## src/rtl/kclc_pkg.sv

```systemverilog
// ----------------------------------------------------------------------------
// kclc_pkg
// shared constants, result kinds and helper functions of the code lock
// ----------------------------------------------------------------------------
`default_nettype none
package kclc_pkg;

  localparam int TABLE_DEPTH = 32;
  localparam int LOG_DEPTH   = 64;
  localparam int PRESET_NUM  = 10;

  localparam int TAW = $clog2(TABLE_DEPTH);
  localparam int TCW = $clog2(TABLE_DEPTH + 1);
  localparam int LAW = (LOG_DEPTH > 1) ? $clog2(LOG_DEPTH) : 1;
  localparam int LCW = $clog2(LOG_DEPTH + 1);
  localparam int LOG_W = 33;

  localparam logic [TCW-1:0] TABLE_FULL = TCW'(TABLE_DEPTH);
  localparam logic [TCW-1:0] PRESET_CNT = TCW'(PRESET_NUM);
  localparam logic [LCW-1:0] LOG_FULL   = LCW'(LOG_DEPTH);

  localparam logic [2:0] KIND_TIME     = 3'd0;
  localparam logic [2:0] KIND_ENTRY    = 3'd1;
  localparam logic [2:0] KIND_GRANTED  = 3'd2;
  localparam logic [2:0] KIND_DENIED   = 3'd3;
  localparam logic [2:0] KIND_ADDED    = 3'd4;
  localparam logic [2:0] KIND_REJECTED = 3'd5;
  localparam logic [2:0] KIND_LOGENTRY = 3'd6;
  localparam logic [2:0] KIND_REFUSED  = 3'd7;

  localparam logic [3:0] KEY_STAR = 4'd10;
  localparam logic [3:0] KEY_HASH = 4'd11;
  localparam logic [3:0] KEY_HASH_DIGIT = 4'd3;

  localparam logic OP_TICK  = 1'b0;
  localparam logic OP_PRESS = 1'b1;

  localparam logic       CFG_LOG_CMD  = 1'b0;
  localparam logic       CFG_LOG_AUTH = 1'b1;
  localparam logic [15:0] LOG_CMD_RST  = 16'h9999;
  localparam logic [15:0] LOG_AUTH_RST = 16'h1111;

  function automatic logic [15:0] preset_code(input logic [3:0] i);
    logic [15:0] c;
    case (i)
      4'd0:    c = 16'h2332;
      4'd1:    c = 16'h1111;
      4'd2:    c = 16'h3333;
      4'd3:    c = 16'h9369;
      4'd4:    c = 16'h6363;
      4'd5:    c = 16'h7777;
      4'd6:    c = 16'h1793;
      4'd7:    c = 16'h5525;
      4'd8:    c = 16'h4100;
      4'd9:    c = 16'h1010;
      default: c = 16'h0000;
    endcase
    return c;
  endfunction

  // two-digit bcd of a value below 64
  function automatic logic [7:0] to_bcd(input logic [5:0] v);
    logic [3:0] t;
    logic [5:0] r;
    if (v >= 6'd60) begin
      t = 4'd6; r = v - 6'd60;
    end else if (v >= 6'd50) begin
      t = 4'd5; r = v - 6'd50;
    end else if (v >= 6'd40) begin
      t = 4'd4; r = v - 6'd40;
    end else if (v >= 6'd30) begin
      t = 4'd3; r = v - 6'd30;
    end else if (v >= 6'd20) begin
      t = 4'd2; r = v - 6'd20;
    end else if (v >= 6'd10) begin
      t = 4'd1; r = v - 6'd10;
    end else begin
      t = 4'd0; r = v;
    end
    return {t, r[3:0]};
  endfunction

endpackage
`default_nettype wire

```

## src/rtl/kclc_code_store.sv

```systemverilog
// ----------------------------------------------------------------------------
// kclc_code_store
// password table memory; the preset slots come from constants
// ----------------------------------------------------------------------------
`default_nettype none
module kclc_code_store (
  input  wire logic                     clk,
  input  wire logic [kclc_pkg::TAW-1:0] rd_idx,
  input  wire logic                     wr_en,
  input  wire logic [kclc_pkg::TAW-1:0] wr_idx,
  input  wire logic [15:0]              wr_data,
  output logic      [15:0]              rd_data
);

  logic [15:0] mem [kclc_pkg::TABLE_DEPTH];
  logic [15:0] mem_q_r;
  logic [15:0] pre_val_r;
  logic        pre_sel_r;

  always_ff @(posedge clk) begin
    if (wr_en) begin
      mem[wr_idx] <= wr_data;
    end
    mem_q_r   <= mem[rd_idx];
    pre_sel_r <= (rd_idx < kclc_pkg::TAW'(kclc_pkg::PRESET_NUM));
    pre_val_r <= kclc_pkg::preset_code(rd_idx[3:0]);
  end

  // preset slots are never written, they read from the constant table
  assign rd_data = pre_sel_r ? pre_val_r : mem_q_r;

endmodule
`default_nettype wire

```

## src/rtl/kclc_log_store.sv

```systemverilog
// ----------------------------------------------------------------------------
// kclc_log_store
// access log memory holding hour, minute, second and code per grant
// ----------------------------------------------------------------------------
`default_nettype none
module kclc_log_store (
  input  wire logic                       clk,
  input  wire logic [kclc_pkg::LAW-1:0]   rd_idx,
  input  wire logic                       wr_en,
  input  wire logic [kclc_pkg::LAW-1:0]   wr_idx,
  input  wire logic [kclc_pkg::LOG_W-1:0] wr_data,
  output logic      [kclc_pkg::LOG_W-1:0] rd_data
);

  logic [kclc_pkg::LOG_W-1:0] mem [kclc_pkg::LOG_DEPTH];
  logic [kclc_pkg::LOG_W-1:0] rd_data_r;

  always_ff @(posedge clk) begin
    if (wr_en) begin
      mem[wr_idx] <= wr_data;
    end
    rd_data_r <= mem[rd_idx];
  end

  assign rd_data = rd_data_r;

endmodule
`default_nettype wire

```

## src/rtl/keypad_code_lock_controller_core.sv

```systemverilog
// ----------------------------------------------------------------------------
// keypad_code_lock_controller_core
// keypad code lock with 24-hour clock, password table and access log
// ----------------------------------------------------------------------------
// usage:
//   input channel (in_valid/in_stall) carries a tick (in_opcode 0) or a key
//   press (in_opcode 1, in_key_code). result channel (out_valid/out_stall)
//   carries at most one result per transaction, or a run of log entries on playback;
//   out_last_of_run marks the final result of a transaction.
//   ticks, digit keys and a '#' outside entry are handled in idle; the result
//   is registered and shows the cycle after acceptance. undefined keys give
//   no result. '#' during entry (unless it is the log command code) and '*'
//   walk the password table through its memory port, a read state and a
//   compare state per stored code. a log playback first checks the newest
//   log entry against the authorizer code, then reads and outputs each entry.
//   only one transaction is in work at a time; in_stall is high while it runs
//   or while an undelivered result sits in the output register.
//   when the receiver stalls the output register holds its result and the
//   block waits; no result is dropped.
//   reset (rst_n low, synchronous) clears the clock, entry and log count,
//   presets the code count and default log codes; memories need no clearing.
//   cfg_we writes the log command (index 0) or authorizer (index 1) code.
// ----------------------------------------------------------------------------
`default_nettype none
module keypad_code_lock_controller_core (
  input  wire logic        clk,
  input  wire logic        rst_n,
  input  wire logic        in_valid,
  output logic             in_stall,
  input  wire logic        in_opcode,
  input  wire logic [3:0]  in_key_code,
  output logic             out_valid,
  input  wire logic        out_stall,
  output logic [2:0]       out_kind,
  output logic [4:0]       out_hour_value,
  output logic [5:0]       out_minute_value,
  output logic [5:0]       out_second_value,
  output logic [15:0]      out_code_value,
  output logic [6:0]       out_log_position,
  output logic             out_last_of_run,
  input  wire logic        cfg_we,
  input  wire logic        cfg_index,
  input  wire logic [15:0] cfg_wdata
);

  typedef enum logic [2:0] {
    S_IDLE, S_SRCH_RD, S_SRCH_CMP, S_LCHK, S_LCHK_CMP, S_PLAY_RD, S_PLAY_OUT
  } state_t;

  localparam int TCW = kclc_pkg::TCW;
  localparam int TAW = kclc_pkg::TAW;
  localparam int LCW = kclc_pkg::LCW;
  localparam int LAW = kclc_pkg::LAW;

  state_t         state_r, state_nxt;
  logic [15:0]    cmd_code_r, cmd_code_nxt;
  logic [15:0]    auth_code_r, auth_code_nxt;
  logic [15:0]    entry_r, entry_nxt;
  logic           entering_r, entering_nxt;
  logic [TCW-1:0] code_cnt_r, code_cnt_nxt;
  logic [LCW-1:0] log_cnt_r, log_cnt_nxt;
  logic [4:0]     hh_r, hh_nxt;
  logic [5:0]     mm_r, mm_nxt;
  logic [5:0]     ss_r, ss_nxt;
  logic [15:0]    code_r, code_nxt;
  logic           is_star_r, is_star_nxt;
  logic [TCW-1:0] idx_r, idx_nxt;
  logic [LCW-1:0] pidx_r, pidx_nxt;

  logic           out_valid_r, out_valid_nxt;
  logic [2:0]     kind_r, kind_nxt;
  logic [4:0]     ohh_r, ohh_nxt;
  logic [5:0]     omm_r, omm_nxt;
  logic [5:0]     oss_r, oss_nxt;
  logic [15:0]    ocode_r, ocode_nxt;
  logic [6:0]     opos_r, opos_nxt;
  logic           olast_r, olast_nxt;

  logic           out_free;
  logic           in_acc;
  logic [15:0]    tbl_rd_data;
  logic           tbl_we;
  logic [kclc_pkg::LOG_W-1:0] log_rd_data;
  logic           log_we;
  logic [LAW-1:0] log_rd_idx;
  logic [LCW-1:0] log_last;

  logic [4:0]     t_hh;
  logic [5:0]     t_mm;
  logic [5:0]     t_ss;
  logic [15:0]    idle_now;
  logic [15:0]    idle_tick;
  logic [15:0]    shifted;

  assign out_free = !out_valid_r || !out_stall;
  assign in_stall = !((state_r == S_IDLE) && out_free);
  assign in_acc   = in_valid && !in_stall;
  assign log_last = log_cnt_r - LCW'(1);

  // clock after a tick
  always_comb begin
    t_hh = hh_r;
    t_mm = mm_r;
    t_ss = ss_r;
    if (ss_r < 6'd59) begin
      t_ss = ss_r + 6'd1;
    end else begin
      t_ss = 6'd0;
      if (mm_r < 6'd59) begin
        t_mm = mm_r + 6'd1;
      end else begin
        t_mm = 6'd0;
        t_hh = (hh_r < 5'd23) ? hh_r + 5'd1 : 5'd0;
      end
    end
  end

  assign idle_now  = entering_r ? entry_r
                                : {kclc_pkg::to_bcd(mm_r), kclc_pkg::to_bcd(ss_r)};
  assign idle_tick = entering_r ? entry_r
                                : {kclc_pkg::to_bcd(t_mm), kclc_pkg::to_bcd(t_ss)};
  assign shifted   = {(entering_r ? entry_r[11:0] : 12'h000),
                      (in_key_code == kclc_pkg::KEY_HASH) ? kclc_pkg::KEY_HASH_DIGIT
                                                          : in_key_code};

  assign log_rd_idx = (state_r == S_LCHK) ? log_last[LAW-1:0] : pidx_r[LAW-1:0];

  always_comb begin
    state_nxt     = state_r;
    cmd_code_nxt  = cmd_code_r;
    auth_code_nxt = auth_code_r;
    entry_nxt     = entry_r;
    entering_nxt  = entering_r;
    code_cnt_nxt  = code_cnt_r;
    log_cnt_nxt   = log_cnt_r;
    hh_nxt        = hh_r;
    mm_nxt        = mm_r;
    ss_nxt        = ss_r;
    code_nxt      = code_r;
    is_star_nxt   = is_star_r;
    idx_nxt       = idx_r;
    pidx_nxt      = pidx_r;
    out_valid_nxt = out_valid_r && out_stall;
    kind_nxt      = kind_r;
    ohh_nxt       = ohh_r;
    omm_nxt       = omm_r;
    oss_nxt       = oss_r;
    ocode_nxt     = ocode_r;
    opos_nxt      = opos_r;
    olast_nxt     = olast_r;
    tbl_we        = 1'b0;
    log_we        = 1'b0;

    if (cfg_we) begin
      if (cfg_index == kclc_pkg::CFG_LOG_CMD) begin
        cmd_code_nxt = cfg_wdata;
      end else begin
        auth_code_nxt = cfg_wdata;
      end
    end

    case (state_r)
      S_IDLE: begin
        if (in_acc) begin
          ohh_nxt   = hh_r;
          omm_nxt   = mm_r;
          oss_nxt   = ss_r;
          opos_nxt  = 7'd0;
          olast_nxt = 1'b1;
          if (in_opcode == kclc_pkg::OP_TICK) begin
            hh_nxt        = t_hh;
            mm_nxt        = t_mm;
            ss_nxt        = t_ss;
            ohh_nxt       = t_hh;
            omm_nxt       = t_mm;
            oss_nxt       = t_ss;
            kind_nxt      = kclc_pkg::KIND_TIME;
            ocode_nxt     = idle_tick;
            out_valid_nxt = 1'b1;
          end else if (in_key_code == kclc_pkg::KEY_HASH && entering_r) begin
            entering_nxt = 1'b0;
            code_nxt     = entry_r;
            is_star_nxt  = 1'b0;
            idx_nxt      = '0;
            if (entry_r == cmd_code_r) begin
              if (log_cnt_r > LCW'(1)) begin
                state_nxt = S_LCHK;
              end else begin
                kind_nxt      = kclc_pkg::KIND_REFUSED;
                ocode_nxt     = entry_r;
                out_valid_nxt = 1'b1;
              end
            end else begin
              state_nxt = S_SRCH_RD;
            end
          end else if (in_key_code == kclc_pkg::KEY_STAR) begin
            entering_nxt = 1'b0;
            code_nxt     = idle_now;
            is_star_nxt  = 1'b1;
            idx_nxt      = '0;
            state_nxt    = S_SRCH_RD;
          end else if (in_key_code <= kclc_pkg::KEY_HASH) begin
            entering_nxt  = 1'b1;
            entry_nxt     = shifted;
            kind_nxt      = kclc_pkg::KIND_ENTRY;
            ocode_nxt     = shifted;
            out_valid_nxt = 1'b1;
          end
        end
      end

      S_SRCH_RD, S_SRCH_CMP: begin
        if (state_r == S_SRCH_CMP && tbl_rd_data != code_r) begin
          idx_nxt   = idx_r + TCW'(1);
          state_nxt = S_SRCH_RD;
        end else if (state_r == S_SRCH_CMP || idx_r >= code_cnt_r) begin
          // search done: hit when the compare matched
          ohh_nxt       = hh_r;
          omm_nxt       = mm_r;
          oss_nxt       = ss_r;
          ocode_nxt     = code_r;
          opos_nxt      = 7'd0;
          olast_nxt     = 1'b1;
          out_valid_nxt = 1'b1;
          state_nxt     = S_IDLE;
          if (is_star_r) begin
            if (state_r == S_SRCH_CMP || code_cnt_r >= kclc_pkg::TABLE_FULL) begin
              kind_nxt = kclc_pkg::KIND_REJECTED;
            end else begin
              kind_nxt     = kclc_pkg::KIND_ADDED;
              tbl_we       = 1'b1;
              code_cnt_nxt = code_cnt_r + TCW'(1);
            end
          end else if (state_r == S_SRCH_CMP) begin
            kind_nxt = kclc_pkg::KIND_GRANTED;
            if (log_cnt_r < kclc_pkg::LOG_FULL) begin
              log_we      = 1'b1;
              log_cnt_nxt = log_cnt_r + LCW'(1);
            end
          end else begin
            kind_nxt = kclc_pkg::KIND_DENIED;
          end
        end else begin
          state_nxt = S_SRCH_CMP;
        end
      end

      S_LCHK: begin
        state_nxt = S_LCHK_CMP;
      end

      S_LCHK_CMP: begin
        if (log_rd_data[15:0] == auth_code_r) begin
          pidx_nxt  = '0;
          state_nxt = S_PLAY_RD;
        end else begin
          kind_nxt      = kclc_pkg::KIND_REFUSED;
          ohh_nxt       = hh_r;
          omm_nxt       = mm_r;
          oss_nxt       = ss_r;
          ocode_nxt     = code_r;
          opos_nxt      = 7'd0;
          olast_nxt     = 1'b1;
          out_valid_nxt = 1'b1;
          state_nxt     = S_IDLE;
        end
      end

      S_PLAY_RD: begin
        state_nxt = S_PLAY_OUT;
      end

      S_PLAY_OUT: begin
        if (out_free) begin
          kind_nxt      = kclc_pkg::KIND_LOGENTRY;
          ohh_nxt       = log_rd_data[32:28];
          omm_nxt       = log_rd_data[27:22];
          oss_nxt       = log_rd_data[21:16];
          ocode_nxt     = log_rd_data[15:0];
          opos_nxt      = 7'(pidx_r + LCW'(1));
          olast_nxt     = (pidx_r == log_last);
          out_valid_nxt = 1'b1;
          pidx_nxt      = pidx_r + LCW'(1);
          state_nxt     = (pidx_r == log_last) ? S_IDLE : S_PLAY_RD;
        end
      end

      default: begin
        state_nxt = S_IDLE;
      end
    endcase
  end

  always_ff @(posedge clk) begin
    if (!rst_n) begin
      state_r     <= S_IDLE;
      cmd_code_r  <= kclc_pkg::LOG_CMD_RST;
      auth_code_r <= kclc_pkg::LOG_AUTH_RST;
      entry_r     <= 16'h0000;
      entering_r  <= 1'b0;
      code_cnt_r  <= kclc_pkg::PRESET_CNT;
      log_cnt_r   <= '0;
      hh_r        <= 5'd0;
      mm_r        <= 6'd0;
      ss_r        <= 6'd0;
      out_valid_r <= 1'b0;
    end else begin
      state_r     <= state_nxt;
      cmd_code_r  <= cmd_code_nxt;
      auth_code_r <= auth_code_nxt;
      entry_r     <= entry_nxt;
      entering_r  <= entering_nxt;
      code_cnt_r  <= code_cnt_nxt;
      log_cnt_r   <= log_cnt_nxt;
      hh_r        <= hh_nxt;
      mm_r        <= mm_nxt;
      ss_r        <= ss_nxt;
      out_valid_r <= out_valid_nxt;
    end
    code_r    <= code_nxt;
    is_star_r <= is_star_nxt;
    idx_r     <= idx_nxt;
    pidx_r    <= pidx_nxt;
    kind_r    <= kind_nxt;
    ohh_r     <= ohh_nxt;
    omm_r     <= omm_nxt;
    oss_r     <= oss_nxt;
    ocode_r   <= ocode_nxt;
    opos_r    <= opos_nxt;
    olast_r   <= olast_nxt;
  end

  kclc_code_store u_code_store (
    .clk     (clk),
    .rd_idx  (idx_r[TAW-1:0]),
    .wr_en   (tbl_we),
    .wr_idx  (code_cnt_r[TAW-1:0]),
    .wr_data (code_r),
    .rd_data (tbl_rd_data)
  );

  kclc_log_store u_log_store (
    .clk     (clk),
    .rd_idx  (log_rd_idx),
    .wr_en   (log_we),
    .wr_idx  (log_cnt_r[LAW-1:0]),
    .wr_data ({hh_r, mm_r, ss_r, code_r}),
    .rd_data (log_rd_data)
  );

  assign out_valid        = out_valid_r;
  assign out_kind         = kind_r;
  assign out_hour_value   = ohh_r;
  assign out_minute_value = omm_r;
  assign out_second_value = oss_r;
  assign out_code_value   = ocode_r;
  assign out_log_position = opos_r;
  assign out_last_of_run  = olast_r;

endmodule
`default_nettype wire

```

## config.mk

```make
export PLATFORM = sky130hd
export DESIGN_NAME = keypad_code_lock_controller_core
export DESIGN_NICKNAME = d
export VERILOG_FILES = /design/src/rtl/kclc_pkg.sv /design/src/rtl/kclc_code_store.sv /design/src/rtl/kclc_log_store.sv /design/src/rtl/keypad_code_lock_controller_core.sv
export SDC_FILE = /design/constraint.sdc
export NUM_CORES = 2
export LEC_CHECK = 0
export ABC_AREA = 1
export BUFFER_PORTS_ARGS = -buffer_cell sky130_fd_sc_hd__buf_2
export CORE_ASPECT_RATIO = 1.5
export CORE_MARGIN = 2
export CORE_UTILIZATION = 60
export CTS_CLUSTER_SIZE = 30
export DETAILED_ROUTE_END_ITERATION = 10
export GPL_TIMING_DRIVEN = 0
export PLACE_DENSITY_LB_ADDON = 0.12
export REMOVE_ABC_BUFFERS = 1
export SETUP_SLACK_MARGIN = 0.05
export SKIP_LAST_GASP = 1
export SLEW_MARGIN = 15
export SYNTH_ARGS = -nofsm -noshare
export SYNTH_HDL_FRONTEND = slang
export SYNTH_SLANG_ARGS = --single-unit
```

## constraint.sdc

```tcl
create_clock -name clk -period 7.26 [get_ports clk]
set_input_delay 0 -clock clk [delete_from_list [all_inputs] [get_ports clk]]
set_output_delay 0 -clock clk [all_outputs]
set_load 0.005 [all_outputs]
```

* After elaboration in Yosys (flattened, before gate mapping)
Memory sizes are Yosys's and may differ from the RTL's. A register that Yosys moved wholly into a read port is not among the register bits.
Cells that the tools add are included.
** Word-level totals
- Register bits after elaboration :: 174
- RAM bits :: 2624
- ROM bits :: 240
- Input port bits :: 27
- Memories :: 3
** Memories
- u_log_store.mem :: depth 64, width 33, rd ports 1, clocked after Yosys merged registers in 1, wr ports 1, RTL line kclc_log_store.sv:15 : logic [kclc_pkg::LOG_W-1:0] mem [kclc_pkg::LOG_DEPTH];
- u_code_store.mem :: depth 32, width 16, rd ports 1, clocked after Yosys merged registers in 1, wr ports 1, RTL line kclc_code_store.sv:15 : logic [15:0] mem [kclc_pkg::TABLE_DEPTH];
- (name not given) :: depth 16, width 15, rd ports 1, clocked after Yosys merged registers in 1, wr ports 0, RTL line kclc_pkg.sv:45 : case (i)
** Cells by class
- Add/sub/neg operators :: 32
- Order comparisons :: 33
- Eq/ne operators :: 26
- Mux-type cells :: 173
- Bitwise operators :: 6
- Reductions and logical operators :: 31
** Operator list (count)
- $mux 16 :: 16
- $mux 6 :: 21
- $mux 4 :: 25
- $mux 3 :: 33
- $ge 6x6->1 const B :: 13
- $pmux 16 s4 :: 1
- $sub 4x4->4 const B :: 16
- $ge 6x5->1 const B :: 8
- $pmux 6 s4 :: 2
- $mux 5 :: 9
- $mux 7 :: 6
- $mux 1 :: 41
- $eq 16x16->1 :: 2
- $pmux 7 s4 :: 1
- $add 6x1->6 const B :: 4
- $ge 6x4->1 const B :: 4
- $mux 2 :: 10
- $pmux 5 s4 :: 1
- $pmux 3 s6 :: 1
- $reduce_and 6->1 :: 3
- $ne 16x16->1 :: 1
- $ne 2x2->1 const B :: 8
- $sub 4x2->4 const B :: 4
- $sub 4x3->4 const B :: 4
- other kinds (38) :: 67

* Longest topological paths before layout
- Depth after elaboration :: 14
- Gate-level depth with buffers :: 26
- Mapped depth without buffers :: 26

* Cells and area by module
From an unflattened synthesis, not the netlist that was laid out.
** Unflattened totals
- Cells, all modules :: 10680
- Area, all modules :: 119150.5 sq um
** Modules (own cells, without submodules)
- kclc_log_store :: instances 1, cells an instance 6996, area each 85713.5 sq um, seq. area each 64081.5 sq um
- kclc_code_store :: instances 1, cells an instance 2322, area each 23314.9 sq um, seq. area each 15995.3 sq um
- keypad_code_lock_controller_core :: instances 1, cells an instance 1362, area each 10122.2 sq um, seq. area each 3883.7 sq um

* Least setup slack after synthesis
Ideal clock, no wire load.
- Kind :: flip-flop to flip-flop
- Start :: register code_r[0]
- End :: memory u_log_store.mem[44][0] (netlist bit), enable pin
- Library setup time :: 0.506 ns
- Arrival time :: 5.548 ns
- Data required time :: 6.754 ns
- Path slack :: 1.206 ns
- Cell stages (with the launch flop) :: 11
- Path buffers :: 0
- Clock period less this slack :: 6.054 ns
- Path through :: edfxtp_1 -> inv_1 -> nand2_1 -> nand2_1 -> nor3_2 -> nand4_1 -> nor2_1 -> nand3_2 -> inv_2 -> nand2_1 -> nor4_1
** On the way
- Longest elaborated chain between the ends :: 6
** RTL lines
- start: declaration :: RTL line keypad_code_lock_controller_core.sv:65 : logic [15:0] code_r, code_nxt;
- start signal: assignment :: RTL line keypad_code_lock_controller_core.sv:320 : code_r <= code_nxt;
- $ne 16x16->1 :: RTL line keypad_code_lock_controller_core.sv:213 : if (state_r == S_SRCH_CMP && tbl_rd_data != code_r) begin
- $logic_and 1x1->1 :: RTL line keypad_code_lock_controller_core.sv:213
- $mux 1 :: RTL line keypad_code_lock_controller_core.sv:213
- $mux 1 :: RTL line keypad_code_lock_controller_core.sv:162 : case (state_r)
- $mux 1 :: RTL line kclc_log_store.sv:19 : if (wr_en) begin
- $mux 1 (not written as such) :: RTL line kclc_log_store.sv:20 : mem[wr_idx] <= wr_data;
- end: declaration :: RTL line kclc_log_store.sv:15
Every way passes these cells.

* Worst setup path in the final report
- Start :: register log_cnt_r[0]
- End :: register u_log_store.rd_data_r, in the netlist u_log_store.rd_data[11], read port of u_log_store.mem
** On the way
- Longest elaborated chain between the ends :: 2
** RTL lines
- start: declaration :: RTL line keypad_code_lock_controller_core.sv:61 : logic [LCW-1:0] log_cnt_r, log_cnt_nxt;
- start signal: assignment :: RTL line keypad_code_lock_controller_core.sv:314 : log_cnt_r <= log_cnt_nxt;
- $sub 7x1->7 :: RTL line keypad_code_lock_controller_core.sv:98 : assign log_last = log_cnt_r - LCW'(1);
- via log_last[0] :: RTL line keypad_code_lock_controller_core.sv:86 : logic [LCW-1:0] log_last;
- $mux 6 :: RTL line keypad_code_lock_controller_core.sv:126 : assign log_rd_idx = (state_r == S_LCHK) ? log_last[LAW-1:0] : pidx_r[LAW-1:0];
- end: declaration :: RTL line kclc_log_store.sv:16 : logic [kclc_pkg::LOG_W-1:0] rd_data_r;
The timed path passes the listed nets, and every way through them passes these cells.
A chain may end at the register's enable or synchronous reset.

==> metrics.cfg <==
[run_status]
status=finished clean

[finish]
syn2layout_area_growth_pct=16.0
n_fill_cell=12306
final_nets=9291
drive_gt1_share_pct=10.4
fin_cells=11864

[cts]
numCtsBuffers=268
cts_sinks=2845
path_clk_slew_ps=60
cts_hold_repair.buffers=55
h-tree-depth=5
cts_resized=0
clockBufferDepth=4
tritoncts=built
worst_skew_pair.late_latency_ps=870
cts_root_buf=clkbuf_16
post_cts.repair.setup_buffers=0

[place]
placed_cells=11350
port_buffers=72
dp_hpwl_um=210000
place.gp.congestion=0.896

[critical_path]
cpPeakStageDelay_ps=820
end_kind=flop
required_ps=8010
worst-path-buf-inv=11
crit_chain=inv_2 > ha_1 > inv_1 > nand2_1 > o21ai_4 > buf_16 > buf_16 > buf_12 > buf_16 > buf_12 > buf_16 > buf_16 > inv_8 > buf_16 > o21ai_1 > o22ai_1 > nor2_1 > o22ai_1 > o211ai_1 > nand2_1
worstSetupStartpointType=flop
critPathKind=flop to flop
r2r-start=log_cnt_r[0]
slowest_stage=o22ai_1
critPathTopFamily=buffers and inverters
path_max_fanout=114
cp.arrival_ps=6820
startpoint=log_cnt_r[0]
cpMostUsedCell=buf_16

[grt]
grt_pass1_wl_um=488000
grt_pass1_vias=75591
grt_start_max_net_pins=141
track_usage_pct=34.1
antenna_found_initial=12
grt_overflow=0

[logic_synthesis]
async_flop_share_pct=0
yosysWarnings=0
synth.top_cell.area_share_pct=71.1
syn_avg_cell_area_um2=12.6
synth_edf_count=2698
ys_ff_latch=2845
synthCells=9053
yosysTopAreaCell=edfxtp_1
synth-seq-area-share_pct=73.7
yosys-top-cells-count=2698 x edfxtp_1, 1887 x nor2_1, 1030 x o21ai_0, 696 x o21ai_1, 642 x o22ai_1
synth.distinct_cells=57
netlist_area_um2=114000
synth.most_common_cell=edfxtp_1
synth-main-ff-cell=edfxtp_1
synthTopCellsByArea=edfxtp_1 71%, nor2_1 6.2%, o21ai_0 4.5%, o22ai_1 3.5%, o21ai_1 3.1%

[pwr]
fin_total_pwr_w=0.0322
power.leakage_nw=44.3
powerDensity_nw_per_um2=244
irDropWorstVdd_v=0.000256

[timing]
timing.final.crit_share_pct=83.6
drv_slew=0
rsz0062_at_grt=false
max_slew_margin_pct=21.2
holdWs_ps=55.2
tightest_slew_ps=1180
period_minus_slack_ps=6070
finalClockSkew_ps=57.0
setup_viol=0
fmax_mhz=165
finalHoldViolCount=0
fin_setup_tns_ps=0

[die]
pin_count=73
die_h_um=538
initial_core_util_pct=60.5
die_w_um=360
core-area_um2=188000
rows=195
die_area_um2=193000

[detailed_routing]
wl_um=337000
final_antenna_net_count=0
drc_errors=0
drt_iter0_markers=10297
wl_per_cell_um=28.4
via_count=78511
drt_first_pass_iters=8
routed_via_density=6.62

[min_path]
min_from=cfg_wdata[1]
hp-class=primary input to flop

[flow_run]
max_cap_violations=0

## state kept, by name, indices dropped and copies added, names as in the netlist, 14 cells and up
signal                  count
u_code_store.pre_val_r     14
out_code_value             16
u_code_store.mem          512
code_r                     16
u_log_store.rd_data        33
cmd_code_r                 16
entry_r                    16
u_code_store.mem_q_r       16
auth_code_r                16
u_log_store.mem          2112
## placed cells by master (no fill, tap or decap), types with 55 or more instances in the layout
master	instances
edfxtp_1	2698
nor2_1	1787
o21ai_0	1030
o21ai_1	694
o22ai_1	642
nand2_1	463
clkbuf_16	277
inv_1	157
buf_16	152
dfxtp_1	129
a21oi_1	123
buf_12	108
o221ai_1	100
nand3_1	91
o211ai_1	84
buf_8	84
buf_2	72
nor2_4	68
clkbuf_1	55
dlygate4sd3_1	55
## routing by layer
metal | global-route usage, % | vias to the layer above | wire length [um]
met5 | 0 | - | 73
met4 | 20.5 | 10 | 22800
met3 | 5.68 | 1048 | 31700
met2 | 56.1 | 4653 | 162000
met1 | 42.9 | 38886 | 120000
li1 | - | 33914 | -
## worst reg2reg max path, delay by kind of cell (launching register included)
family | cells | cell delay [ps]
buffers and inverters | 11 | 2640
AOI/OAI and AO/OA | 5 | 1690
DFF | 1 | 640
adders and majority gates | 1 | 500
and+or+nand+nor | 3 | 480
## where the power goes
group	leakage [nW]	switching [W]	internal [W]	total [W]
Clock	4.00	0.00593	0.00755	0.0135
Sequential	26.0	0.000159	0.0179	0.0181
Combinational	14.3	0.000409	0.000195	0.000604
## path summary, 6_finish.rpt
kind | to | cells after the start | slack, ps
hold reg to reg | cmd_code_r[12] | 2 | 490
setup reg to reg | u_log_store.rd_data[11] | 20 | 1190
hold / removal | auth_code_r[1] | 4 | 60
setup / recovery | u_log_store.rd_data[11] | 20 | 1190
## area by class of cell
type | instances | area, um^2 | area share (%)
flip-flops and latches | 2845 | 84000 | 63.6
inverters | 182 | 726 | 0.549
diodes | 7 | 17.5 | 0.0133
multi-input cells | 5419 | 27300 | 20.7
clock buffers | 335 | 7180 | 5.44
well taps | 2462 | 3080 | 2.33
repair buffers | 497 | 8770 | 6.64
clock inverters | 117 | 996 | 0.754
## stage by stage
stage               utilization (%)  worst slack [ps]  instance area [um^2]
floorplan                         -            -59510                111000
global placement               60.9           -152010                115000
detailed placement             65.5              1480                123000
CTS                            70.1              1440                132000
global route                   70.1              1160                132000
finish                         70.1              1190                132000
## cells by family after synthesis
kind of cell             share of synthesized area (%)
AO/OA/AOI/OAI                                     13.6
XOR/XNOR                                         0.407
adder cells (fa/ha/maj)                          0.560
buffers and inverters                             2.90
flip-flops                                        73.7
multiplexers                                    0.0352
AND/OR/NAND/NOR                                   8.76
Power figures use the tool's default switching activity.
